--- src/sv/rfc_pkg.sv ---
// Shared types and constants for the response frame checker.
// Holds the channel payload structs, configuration struct and error codes.
// No dependencies.
package rfc_pkg;

    // frame layout constants
    localparam logic [7:0]  HEADER_FIRST   = 8'hCC;
    localparam logic [7:0]  FOOTER_CR      = 8'h0D;
    localparam logic [7:0]  FOOTER_LF      = 8'h0A;
    localparam logic [7:0]  STATUS_OK      = 8'h00;
    localparam logic [7:0]  STATUS_INVALID = 8'h15;
    localparam logic [7:0]  STATUS_UNSUPP  = 8'hFF;
    localparam logic [23:0] COUNT_MAX      = 24'hFFFFFF;
    localparam logic [23:0] FRAME_OVERHEAD = 24'd9;

    // byte positions inside a frame
    localparam logic [23:0] POS_HEADER0   = 24'd0;
    localparam logic [23:0] POS_HEADER1   = 24'd1;
    localparam logic [23:0] POS_LEN0      = 24'd2;
    localparam logic [23:0] POS_LEN1      = 24'd3;
    localparam logic [23:0] POS_LEN2      = 24'd4;
    localparam logic [23:0] POS_TYPE      = 24'd5;
    localparam logic [23:0] POS_PAYLOAD   = 24'd6;

    // configuration register indexes
    localparam logic [1:0] CFG_EXPECTED_TYPE   = 2'd0;
    localparam logic [1:0] CFG_RESPONSE_HEADER = 2'd1;
    localparam logic [1:0] CFG_STATUS_MODE     = 2'd2;

    localparam logic [7:0] RESPONSE_HEADER_RST = 8'h81;

    typedef enum logic [3:0] {
        ERR_OK             = 4'd0,
        ERR_SHORT          = 4'd1,
        ERR_HEADER         = 4'd2,
        ERR_LENGTH         = 4'd3,
        ERR_TYPE           = 4'd4,
        ERR_FOOTER         = 4'd5,
        ERR_CHECKSUM       = 4'd6,
        ERR_STATUS_LEN     = 4'd7,
        ERR_INVALID        = 4'd8,
        ERR_UNSUPPORTED    = 4'd9,
        ERR_UNKNOWN_STATUS = 4'd10
    } err_code_t;

    typedef struct packed {
        logic [7:0] rx_byte;
        logic       end_of_frame;
    } in_payload_t;

    typedef struct packed {
        logic [7:0]  data_byte;
        logic        payload_flag;
        logic        frame_done;
        err_code_t   error_code;
        logic [7:0]  frame_type;
        logic [23:0] payload_length;
    } out_payload_t;

    typedef struct packed {
        logic [7:0] expected_type;
        logic [7:0] response_header;
        logic       status_mode;
    } cfg_t;

endpackage

--- src/sv/rfc_stream_if.sv ---
// Valid/ready stream channel used for both byte input and result output.
// The payload type is a parameter; no package dependency.
interface rfc_stream_if #(
    parameter type payload_t = logic
);
    logic     valid;
    logic     ready;
    payload_t data;

    modport source (
        output valid,
        output data,
        input  ready
    );

    modport sink (
        input  valid,
        input  data,
        output ready
    );
endinterface

--- src/sv/rfc_frame_tracker.sv ---
// Per-frame state (count, checksum window, header fields) and the verdict.
// Produces one result per stepped byte, combinationally from current state.
// Depends on rfc_pkg.
module rfc_frame_tracker (
    input  logic                  clk,
    input  logic                  rst_n,
    input  logic                  step,
    input  rfc_pkg::in_payload_t  item,
    input  rfc_pkg::cfg_t         cfg,
    output rfc_pkg::out_payload_t result
);

    logic [23:0] count_reg;
    logic [7:0]  sum_reg;
    logic [7:0]  recent_reg [0:2];
    logic [23:0] dlen_reg;
    logic        hdr_bad_reg;
    logic [7:0]  type_reg;
    logic [7:0]  first_reg;

    logic [23:0] count_next;
    logic [7:0]  sum_next;
    logic [7:0]  recent_next [0:2];
    logic [23:0] dlen_next;
    logic        hdr_bad_next;
    logic [7:0]  type_next;
    logic [7:0]  first_next;

    logic [24:0]          pos_plus3;
    logic                 flag;
    rfc_pkg::err_code_t   verdict;
    logic [23:0]          pay_len;

    // capture header fields by position
    always_comb
    begin
        hdr_bad_next = hdr_bad_reg;
        dlen_next    = dlen_reg;
        type_next    = type_reg;
        first_next   = first_reg;
        case (count_reg)
            rfc_pkg::POS_HEADER0: hdr_bad_next = (item.rx_byte != rfc_pkg::HEADER_FIRST);
            rfc_pkg::POS_HEADER1: hdr_bad_next = hdr_bad_reg |
                                                 (item.rx_byte != cfg.response_header);
            rfc_pkg::POS_LEN0:    dlen_next[7:0]   = item.rx_byte;
            rfc_pkg::POS_LEN1:    dlen_next[15:8]  = item.rx_byte;
            rfc_pkg::POS_LEN2:    dlen_next[23:16] = item.rx_byte;
            rfc_pkg::POS_TYPE:    type_next  = item.rx_byte;
            rfc_pkg::POS_PAYLOAD: first_next = item.rx_byte;
            default: ;
        endcase
    end

    // checksum window and saturating count
    always_comb
    begin
        sum_next       = (count_reg >= rfc_pkg::POS_LEN1) ? sum_reg + recent_reg[2] : sum_reg;
        recent_next[0] = item.rx_byte;
        recent_next[1] = recent_reg[0];
        recent_next[2] = recent_reg[1];
        count_next     = (count_reg == rfc_pkg::COUNT_MAX) ? count_reg : count_reg + 24'd1;
    end

    // payload flag from the length already seen
    assign pos_plus3 = {1'b0, count_reg} + 25'd3;
    assign flag      = (count_reg >= rfc_pkg::POS_PAYLOAD) && (pos_plus3 < {1'b0, dlen_next});

    // first failed check in fixed order
    always_comb
    begin
        if (count_next < rfc_pkg::FRAME_OVERHEAD)
            verdict = rfc_pkg::ERR_SHORT;
        else if (hdr_bad_next)
            verdict = rfc_pkg::ERR_HEADER;
        else if (dlen_next != count_next)
            verdict = rfc_pkg::ERR_LENGTH;
        else if (cfg.expected_type != 8'd0 && type_next != cfg.expected_type)
            verdict = rfc_pkg::ERR_TYPE;
        else if (recent_next[1] != rfc_pkg::FOOTER_CR || recent_next[0] != rfc_pkg::FOOTER_LF)
            verdict = rfc_pkg::ERR_FOOTER;
        else if (sum_next != recent_next[2])
            verdict = rfc_pkg::ERR_CHECKSUM;
        else if (!cfg.status_mode)
            verdict = rfc_pkg::ERR_OK;
        else if (count_next != rfc_pkg::FRAME_OVERHEAD + 24'd1)
            verdict = rfc_pkg::ERR_STATUS_LEN;
        else if (first_next == rfc_pkg::STATUS_OK)
            verdict = rfc_pkg::ERR_OK;
        else if (first_next == rfc_pkg::STATUS_INVALID)
            verdict = rfc_pkg::ERR_INVALID;
        else if (first_next == rfc_pkg::STATUS_UNSUPP)
            verdict = rfc_pkg::ERR_UNSUPPORTED;
        else
            verdict = rfc_pkg::ERR_UNKNOWN_STATUS;
    end

    assign pay_len = (count_next >= rfc_pkg::FRAME_OVERHEAD) ?
                     count_next - rfc_pkg::FRAME_OVERHEAD : 24'd0;

    // result transaction, verdict fields only on the last byte
    always_comb
    begin
        result.data_byte    = item.rx_byte;
        result.payload_flag = flag;
        if (item.end_of_frame)
        begin
            result.frame_done     = 1'b1;
            result.error_code     = verdict;
            result.frame_type     = type_next;
            result.payload_length = pay_len;
        end
        else
        begin
            result.frame_done     = 1'b0;
            result.error_code     = rfc_pkg::ERR_OK;
            result.frame_type     = 8'd0;
            result.payload_length = 24'd0;
        end
    end

    // frame state, cleared after the last byte
    always_ff @(posedge clk or negedge rst_n)
    begin
        if (!rst_n)
        begin
            count_reg     <= 24'd0;
            sum_reg       <= 8'd0;
            recent_reg[0] <= 8'd0;
            recent_reg[1] <= 8'd0;
            recent_reg[2] <= 8'd0;
            dlen_reg      <= 24'd0;
            hdr_bad_reg   <= 1'b0;
            type_reg      <= 8'd0;
            first_reg     <= 8'd0;
        end
        else if (step)
        begin
            if (item.end_of_frame)
            begin
                count_reg     <= 24'd0;
                sum_reg       <= 8'd0;
                recent_reg[0] <= 8'd0;
                recent_reg[1] <= 8'd0;
                recent_reg[2] <= 8'd0;
                dlen_reg      <= 24'd0;
                hdr_bad_reg   <= 1'b0;
                type_reg      <= 8'd0;
                first_reg     <= 8'd0;
            end
            else
            begin
                count_reg     <= count_next;
                sum_reg       <= sum_next;
                recent_reg[0] <= recent_next[0];
                recent_reg[1] <= recent_next[1];
                recent_reg[2] <= recent_next[2];
                dlen_reg      <= dlen_next;
                hdr_bad_reg   <= hdr_bad_next;
                type_reg      <= type_next;
                first_reg     <= first_next;
            end
        end
    end

endmodule

--- src/sv/response_frame_checker_top.sv ---
// Top level of the response frame checker: input register, frame tracker,
// result register and configuration registers.
// Depends on rfc_pkg, rfc_stream_if and rfc_frame_tracker.

// The checker takes one received byte per transaction on rx and returns one
// result transaction per byte on tx, in order: the byte itself, a payload flag
// and, on the byte marked end_of_frame, the verdict, frame type and payload
// length. It sustains one byte per clock while tx accepts every result. An
// accepted byte is held in the input register, the combinational tracker update
// loads its result into the result register, and the result is offered on tx
// from there. While a result waits on tx the input register can still take
// one more byte, after which rx stalls until tx is accepted.
// Configuration writes on cfg_we/cfg_index/cfg_data take effect the next
// cycle and should be made between frames with the pipeline empty.
module response_frame_checker_top (
    input  logic                clk,
    input  logic                rst_n,
    rfc_stream_if.sink          rx,
    rfc_stream_if.source        tx,
    input  logic                cfg_we,
    input  logic [1:0]          cfg_index,
    input  logic [7:0]          cfg_data
);

    rfc_pkg::cfg_t         cfg_reg;
    logic                  s1_valid_reg;
    rfc_pkg::in_payload_t  s1_item_reg;
    logic                  out_valid_reg;
    rfc_pkg::out_payload_t out_data_reg;

    rfc_pkg::out_payload_t result;
    logic                  out_free;
    logic                  advance;
    logic                  load;

    // handshake control
    assign out_free = !out_valid_reg || tx.ready;
    assign advance  = s1_valid_reg && out_free;
    assign rx.ready = !s1_valid_reg || out_free;
    assign load     = rx.valid && rx.ready;

    assign tx.valid = out_valid_reg;
    assign tx.data  = out_data_reg;

    // configuration registers
    always_ff @(posedge clk or negedge rst_n)
    begin
        if (!rst_n)
        begin
            cfg_reg.expected_type   <= 8'd0;
            cfg_reg.response_header <= rfc_pkg::RESPONSE_HEADER_RST;
            cfg_reg.status_mode     <= 1'b0;
        end
        else if (cfg_we)
        begin
            case (cfg_index)
                rfc_pkg::CFG_EXPECTED_TYPE:   cfg_reg.expected_type   <= cfg_data;
                rfc_pkg::CFG_RESPONSE_HEADER: cfg_reg.response_header <= cfg_data;
                rfc_pkg::CFG_STATUS_MODE:     cfg_reg.status_mode     <= cfg_data[0];
                default: ;
            endcase
        end
    end

    // input register
    always_ff @(posedge clk or negedge rst_n)
    begin
        if (!rst_n)
            s1_valid_reg <= 1'b0;
        else if (load)
            s1_valid_reg <= 1'b1;
        else if (advance)
            s1_valid_reg <= 1'b0;
    end

    always_ff @(posedge clk)
    begin
        if (load)
            s1_item_reg <= rx.data;
    end

    rfc_frame_tracker u_tracker (
        .clk    (clk),
        .rst_n  (rst_n),
        .step   (advance),
        .item   (s1_item_reg),
        .cfg    (cfg_reg),
        .result (result)
    );

    // result register
    always_ff @(posedge clk or negedge rst_n)
    begin
        if (!rst_n)
            out_valid_reg <= 1'b0;
        else if (advance)
            out_valid_reg <= 1'b1;
        else if (tx.ready)
            out_valid_reg <= 1'b0;
    end

    always_ff @(posedge clk)
    begin
        if (advance)
            out_data_reg <= result;
    end

    // an accepted byte is held in the input register next cycle
    a_load_holds: assert property (@(posedge clk) disable iff (!rst_n)
        load |=> s1_valid_reg)
        else $error("accepted byte not held in input register");

    // an advancing byte always yields a result transaction
    a_advance_result: assert property (@(posedge clk) disable iff (!rst_n)
        advance |=> out_valid_reg)
        else $error("advanced byte produced no result");

    // a short frame reports no payload length
    a_short_no_length: assert property (@(posedge clk) disable iff (!rst_n)
        (out_valid_reg && out_data_reg.frame_done &&
         out_data_reg.error_code == rfc_pkg::ERR_SHORT) |-> out_data_reg.payload_length == 24'd0)
        else $error("short frame with nonzero payload length");

endmodule

--- src/flat_wrapper.sv ---
// flat-port wrapper written by rule: the top's interface ports become plain ports
module response_frame_checker_top_flat 
  (clk, rst_n, cfg_we, cfg_index, cfg_data, rx_valid, rx_data, rx_ready, tx_valid, tx_data, tx_ready);
  rfc_stream_if #(.payload_t(rfc_pkg::in_payload_t)) rx_i ();
  rfc_stream_if #(.payload_t(rfc_pkg::out_payload_t)) tx_i ();
  input  logic clk;
  input  logic rst_n;
  input  logic cfg_we;
  input  logic [1:0] cfg_index;
  input  logic [7:0] cfg_data;
  input wire logic [$bits(rx_i.valid)-1:0] rx_valid;
  input wire logic [$bits(rx_i.data)-1:0] rx_data;
  output wire logic [$bits(rx_i.ready)-1:0] rx_ready;
  output wire logic [$bits(tx_i.valid)-1:0] tx_valid;
  output wire logic [$bits(tx_i.data)-1:0] tx_data;
  input wire logic [$bits(tx_i.ready)-1:0] tx_ready;
  assign rx_i.valid = rx_valid;
  assign rx_i.data = rx_data;
  assign rx_ready = rx_i.ready;
  assign tx_valid = tx_i.valid;
  assign tx_data = tx_i.data;
  assign tx_i.ready = tx_ready;
  response_frame_checker_top u_core (.clk(clk), .rst_n(rst_n), .rx(rx_i), .tx(tx_i), .cfg_we(cfg_we), .cfg_index(cfg_index), .cfg_data(cfg_data));
endmodule
--- config.mk ---
export PLATFORM = sky130hd
export DESIGN_NAME = response_frame_checker_top_flat
export DESIGN_NICKNAME = d
export VERILOG_FILES = /design/src/sv/rfc_pkg.sv /design/src/sv/rfc_stream_if.sv /design/src/sv/rfc_frame_tracker.sv /design/src/sv/response_frame_checker_top.sv /design/src/flat_wrapper.sv
export SDC_FILE = /design/constraint.sdc
export NUM_CORES = 1
export LEC_CHECK = 0
export BUFFER_PORTS_ARGS = -buffer_cell sky130_fd_sc_hd__buf_2
export CAP_MARGIN = 5
export CELL_PAD_IN_SITES_DETAIL_PLACEMENT = 1
export CELL_PAD_IN_SITES_GLOBAL_PLACEMENT = 1
export CORE_MARGIN = 1
export CORE_UTILIZATION = 48
export CTS_CLUSTER_SIZE = 16
export DETAILED_ROUTE_END_ITERATION = 6
export HOLD_SLACK_MARGIN = 0.15
export PLACE_DENSITY = 0.92
export SLEW_MARGIN = 30
export SYNTH_ARGS = -nofsm -noshare
export SYNTH_HDL_FRONTEND = slang
export SYNTH_SLANG_ARGS = --single-unit
--- constraint.sdc ---
create_clock -name clk -period 4.7 [get_ports clk]
set_clock_uncertainty 0.15 [all_clocks]
set_input_delay 0.94 -clock clk [delete_from_list [all_inputs] [get_ports clk]]
set_output_delay 0.94 -clock clk [all_outputs]
set_load 0.005 [all_outputs]
# After elaboration in Yosys (flattened, before gate mapping)
# Index checks and enable logic that the tools add are counted.
# totals
reg_bits,171
output_inout_bits,48
word_cells,110
# op_classes
addsub,4
order_cmp,5
eq_ne,19
n_mux,32
n_bitwise,3
reduce_logical,22
# op_table
operator,n
$mux 24,5
$eq 24x3->1 const B,3
$mux 8,9
$eq 24x2->1 const B,2
$mux 37,1
$mux 4,9
$add 24x2->25 const B,1
$lt 25x24->1,1
$add 24x1->24 const B,1
$eq 24x1->1 const B,1
$eq 24x24->1 const B,1
$ge 24x2->1 const B,1
$ge 24x3->1 const B,1
$ge 24x4->1 const B,1
$logic_not 24->1,1
$lt 24x4->1 const B,1
$ne 24x24->1,1
$ne 24x4->1 const B,1
$ne 8x8->1,3
$sub 24x4->24 const B,1
$ne 8x4->1 const B,2
$reduce_or 10->1,1
$add 8x8->8,1
$eq 8x5->1 const B,1
19 further kinds,35

# Logic depth before layout (Yosys ltp)
# logic_depth
word_depth,15
ltp_mapped,17
mapped_depth_nobuf,16

# By module
# From an unflattened synthesis, not the netlist that was laid out.
# hier_totals
cells_unflattened,1075
hier_area_um2,10820.4
# modules_own_cells
module,instances,cells_each,area_per_inst_um2,seq_area_each_um2
rfc_frame_tracker,1,975,8423.1,2427.3
response_frame_checker_top,1,100,2397.3,2129.5

# Least setup slack after synthesis
# Ideal clock, no wire load.
# synth_timing
kind,reg2reg
start,register u_core.u_tracker.count_reg[0]
end,"register u_core.out_data_reg (netlist bit u_core.tx.data[0]), data pin"
setup_time_ps,271
arrival_ps,3673
required_time_ps,4279
path_slack_ps,606
path_stages_with_launch,16
synth_period_minus_slack_ps,4094
path_cell_list,dfrtp_1 ha_1 nand3_4 or3_1 buf_6 nor2_1 o21ai_0 inv_1 ha_1 o21ai_0 a2111oi_4 nand4_1 nor3_2 a21bo_1 buf_2 nor2_1
# synth_between
elab_chain_len,4
word_cells_on_any_way,6
cone_classes,2 x add/sub; 1 x order compare; 1 x eq/ne; 1 x mux; 1 x reduce/logical
# synth_lines
element,line_no,text
"start, declared",rfc_frame_tracker.sv:13,logic [23:0] count_reg;
"start signal, assigned",rfc_frame_tracker.sv:152,count_reg <= count_next;
$add 24x1->24 / $eq 24x24->1 (equally long branches),rfc_frame_tracker.sv:61,count_next = (count_reg == rfc_pkg::COUNT_MAX) ? count_reg : count_reg + 24'd1;
$mux 24 (*),rfc_frame_tracker.sv:61,
$ge 24x4->1,rfc_frame_tracker.sv:97,assign pay_len = (count_next >= rfc_pkg::FRAME_OVERHEAD) ?
$reduce_and 2->1 (no source line),n/a,
"end signal, assigned",response_frame_checker_top.sv:105,out_data_reg <= result;
"end, declared",response_frame_checker_top.sv:29,rfc_pkg::out_payload_t out_data_reg;
# Mark *: on every way between the ends. The rest lies on a longest branch, timed or not.
# A chain may end at the register's enable or synchronous reset.

# Worst setup path after layout
# layout_timing
start,register u_core.u_tracker.count_reg[5]
end,"register u_core.out_data_reg (netlist bit u_core.tx.data[32]), data pin"
# layout_between
elab_chain_len,14
word_cells_on_any_way,38
cone_classes,1 x add/sub; 2 x order compare; 13 x eq/ne; 19 x mux; 3 x reduce/logical
# layout_lines
element,line_no,text
"parallel branches: the longest is 13 deep, another holds $add 24x1->24",n/a,
$mux 4 (*),rfc_frame_tracker.sv:71,if (count_next < rfc_pkg::FRAME_OVERHEAD)
# Mark *: on every way between the ends.

==> metrics <==
status finished with violations; failing checks DRC; crit-path cells nand4_1, or2_2, a211oi_1, xor2_1, or4_4, or3_1, or4_4, a41oi_2, a31oi_1; max reg flops 46; slowest stage delay, CP roughly 0.63 ns; htree depth 4; CTS max path bufs 2; Post-synth top cells nand2_1 (140), dfrtp_1 (114), o21ai_0 (107); worst hold slack between 0.3 and 0.4 ns; area delta synth->final 13.5%; Syn Area/Cell 9.43 µm²; Worst Path Required 4.75 ns; crit path kind flip-flop to flip-flop; final wirelength around 38,000 µm; Leakage Power around 4.9 nW; Worst path top cell family by delay simple AND/OR/NAND/NOR gates; non-filler cells in the finished layout 1,492; Netlist cell types slightly above 70; HP Class flip-flop to flip-flop; drt first pass iters 7; Relative slew margins 35.0%; Slowest cell on crit path dfrtp_1; CTS tree yes; CP Max Fanout 11; Slew @ Worst Pin roughly 0.95 ns; root buf cell clkbuf_16; crit-path most repeated cell or4_4; final hold viol count 0; Vias/cell between 6 and 7; Clk Latency, worst-skew pair around 0.46 ns; DRC 1; P per Cell Area just under 500 nW/µm²; fin nets roughly 1,300; initial core utilization between 40% and 50%; Synth Register Bits between 150 and 200; clk slew on worst S/H paths ~0.08 ns; # hold bufs at CTS 0; CP Launch Type flip-flop; Setup violations, final 0; WL per Instance ~26 µm; min cycle time layout around 4.5 ns; fraction of layout cells with a size suffix above 1 about 16%; via count slightly below 10,000; placed insts roughly 1,500; EDFF count, synth 55; pre-CTS setup slack between 0.3 and 0.4 ns; GR Overflow Total 0; Clock Sinks roughly 170; top post-synthesis cells by area dfrtp_1 (27%), edfxtp_1 (15%), xnor2_1 (6.4%); diode count 0; vias in the first global route 10,200; MaxCap Viol Count 0; Synth Flop Type dfrtp_1; f_max approximately 220 MHz; Initial DRC Count between 1,000 and 1,500; asr flop ratio synth between 60 and 70%; fin crit share 95.0%; fin util 55.4%; Worst VDD drop between 0.0002 and 0.0003 V; syn_nets ~1,200; top-count cell post-synth nand2_1; # rows between 50 and 60; Slew Limit Fails 0; Ports 72; CP Buf/Inv Count 0; GRT Total Usage a little over a third; Setup crit end kind flip-flop; sequential fraction of the synthesis area a little over two fifths; Yosys top cell area share between 20% and 30%; # port buffers between 70 and 80; post-synthesis cell area ~11,000 µm²; initial antenna violation count 0; post-synthesis cell count about 1,100; RSZ-0062 raised after global routing false; Synth area leader dfrtp_1; Detail Placement HPWL approximately 26,000 µm; Die ar. ~23,000 µm²; Antenna Nets Post-Route 0; die height 151 µm; Critical Path AT between 4 and 5 ns; largest net degree at the start of global routing 59; setup TNS 0 ns; Core Area about 22,000 µm²; gp weighted congestion a little under 1; Die Wd ~150 µm; CTS buffer count 17; min setup slack post-route ~0.23 ns; first-pass GRT wire length 59,300 µm; Yosys Warn Count 0
[repair_timing]
| item | 4_1_cts | 5_1_grt |
|---|---|---|
| setup endpoints to repair | 0 | 1 |
| resized for setup | 0 | 1 |
| setup buffers | 0 | 3 |
[placed cells by master, fill, tap and decap left out, drive strengths merged, types with 4 or more instances in the layout]
cell,netlist,routed
clkbuf,40,17
ha,38,38
xnor2,78,78
or3,10,10
and4,8,8
a31oi,8,8
a21o,7,7
buf,32,122
and3,9,9
a22oi,17,17
a21boi,7,7
nor4,16,16
and2,7,7
o31ai,4,4
nor3b,4,4
nor2b,11,11
a22o,11,11
nor3,37,37
o211ai,8,8
inv,15,24
nand3,24,24
dfrtp,114,114
mux2,17,17
nand4,40,40
nor2,77,77
a21oi,26,26
xor2,35,35
nand2,142,142
nand2b,35,35
o21ai,108,108
a211oi,9,9
mux2i,33,33
clkinv,0,6
or4,6,6
edfxtp,55,55
nor4b,4,4
[cells by family after synthesis]
family,share of synthesized area (%)
compound gates,13.5
xor+xnor,9.28
fa+ha+maj,4.65
buf+inv,3.66
flops,42.7
mux,4.89
simple gates,21.3
[power breakdown]
part,total [mW],internal [mW],switching [mW]
Sequential,2.08,1.82,0.264
Clock,1.56,0.754,0.806
Combinational,2.20,0.886,1.31
[metrics by stage]
stage / total power, mW / cell area, µm²
after global placement: 3.97 / 11400
after floorplan: 3.42 / 10700
final: 5.84 / 12100
after global routing: 6.10 / 12100
after detailed placement: 4.13 / 11400
after CTS: 5.77 / 12100
[worst paths after layout]
| check | from | endpoint | slack [ns] | cells past startpoint |
|---|---|---|---|---|
| max in group asynchronous | rst_n | u_core.u_tracker.recent_next[2]$_DFFE_PN0P_ | 3.01 | 2 |
| worst max register to register | u_core.u_tracker.count_reg[5]$_DFFE_PN0P_ | u_core.tx.data[32]$_SDFFCE_PN0P_ | 0.23 | 9 |
| worst max-delay path | u_core.u_tracker.count_reg[5]$_DFFE_PN0P_ | u_core.tx.data[32]$_SDFFCE_PN0P_ | 0.23 | 9 |
| worst min register to register | u_core.u_tracker.dlen_reg[17]$_DFFE_PN0P_ | u_core.u_tracker.dlen_reg[17]$_DFFE_PN0P_ | 0.34 | 2 |
| worst min-delay path | u_core.u_tracker.dlen_reg[17]$_DFFE_PN0P_ | u_core.u_tracker.dlen_reg[17]$_DFFE_PN0P_ | 0.34 | 2 |
| min in group asynchronous | rst_n | u_core.u_tracker.recent_next[13]$_DFFE_PN0P_ | 0.37 | 1 |
[layer usage]
metal / track usage (%) / routed length (µm)
met1: 43.1 / 14700
met2: 56.7 / 18200
met3: 9.16 / 3360
met4: 18.1 / 1990
met5: 0 / 0
[layout make-up]
class                   instances  area [µm²]
clock buffers                  17         425
fillers                      2501        9730
inverters                      15        56.3
flip-flops and latches        171        4560
clock inverters                15         225
multi-input cells             872        5740
well taps                     280         350
repair buffers                122         741
[worst min-delay path, delay by kind of cell (launching register included)]
kind / cells / cell delay [ns]
compound gates: 1 / 0.06
simple gates: 1 / 0.05
flops: 1 / 0.35
Power figures use the tool's default switching activity.
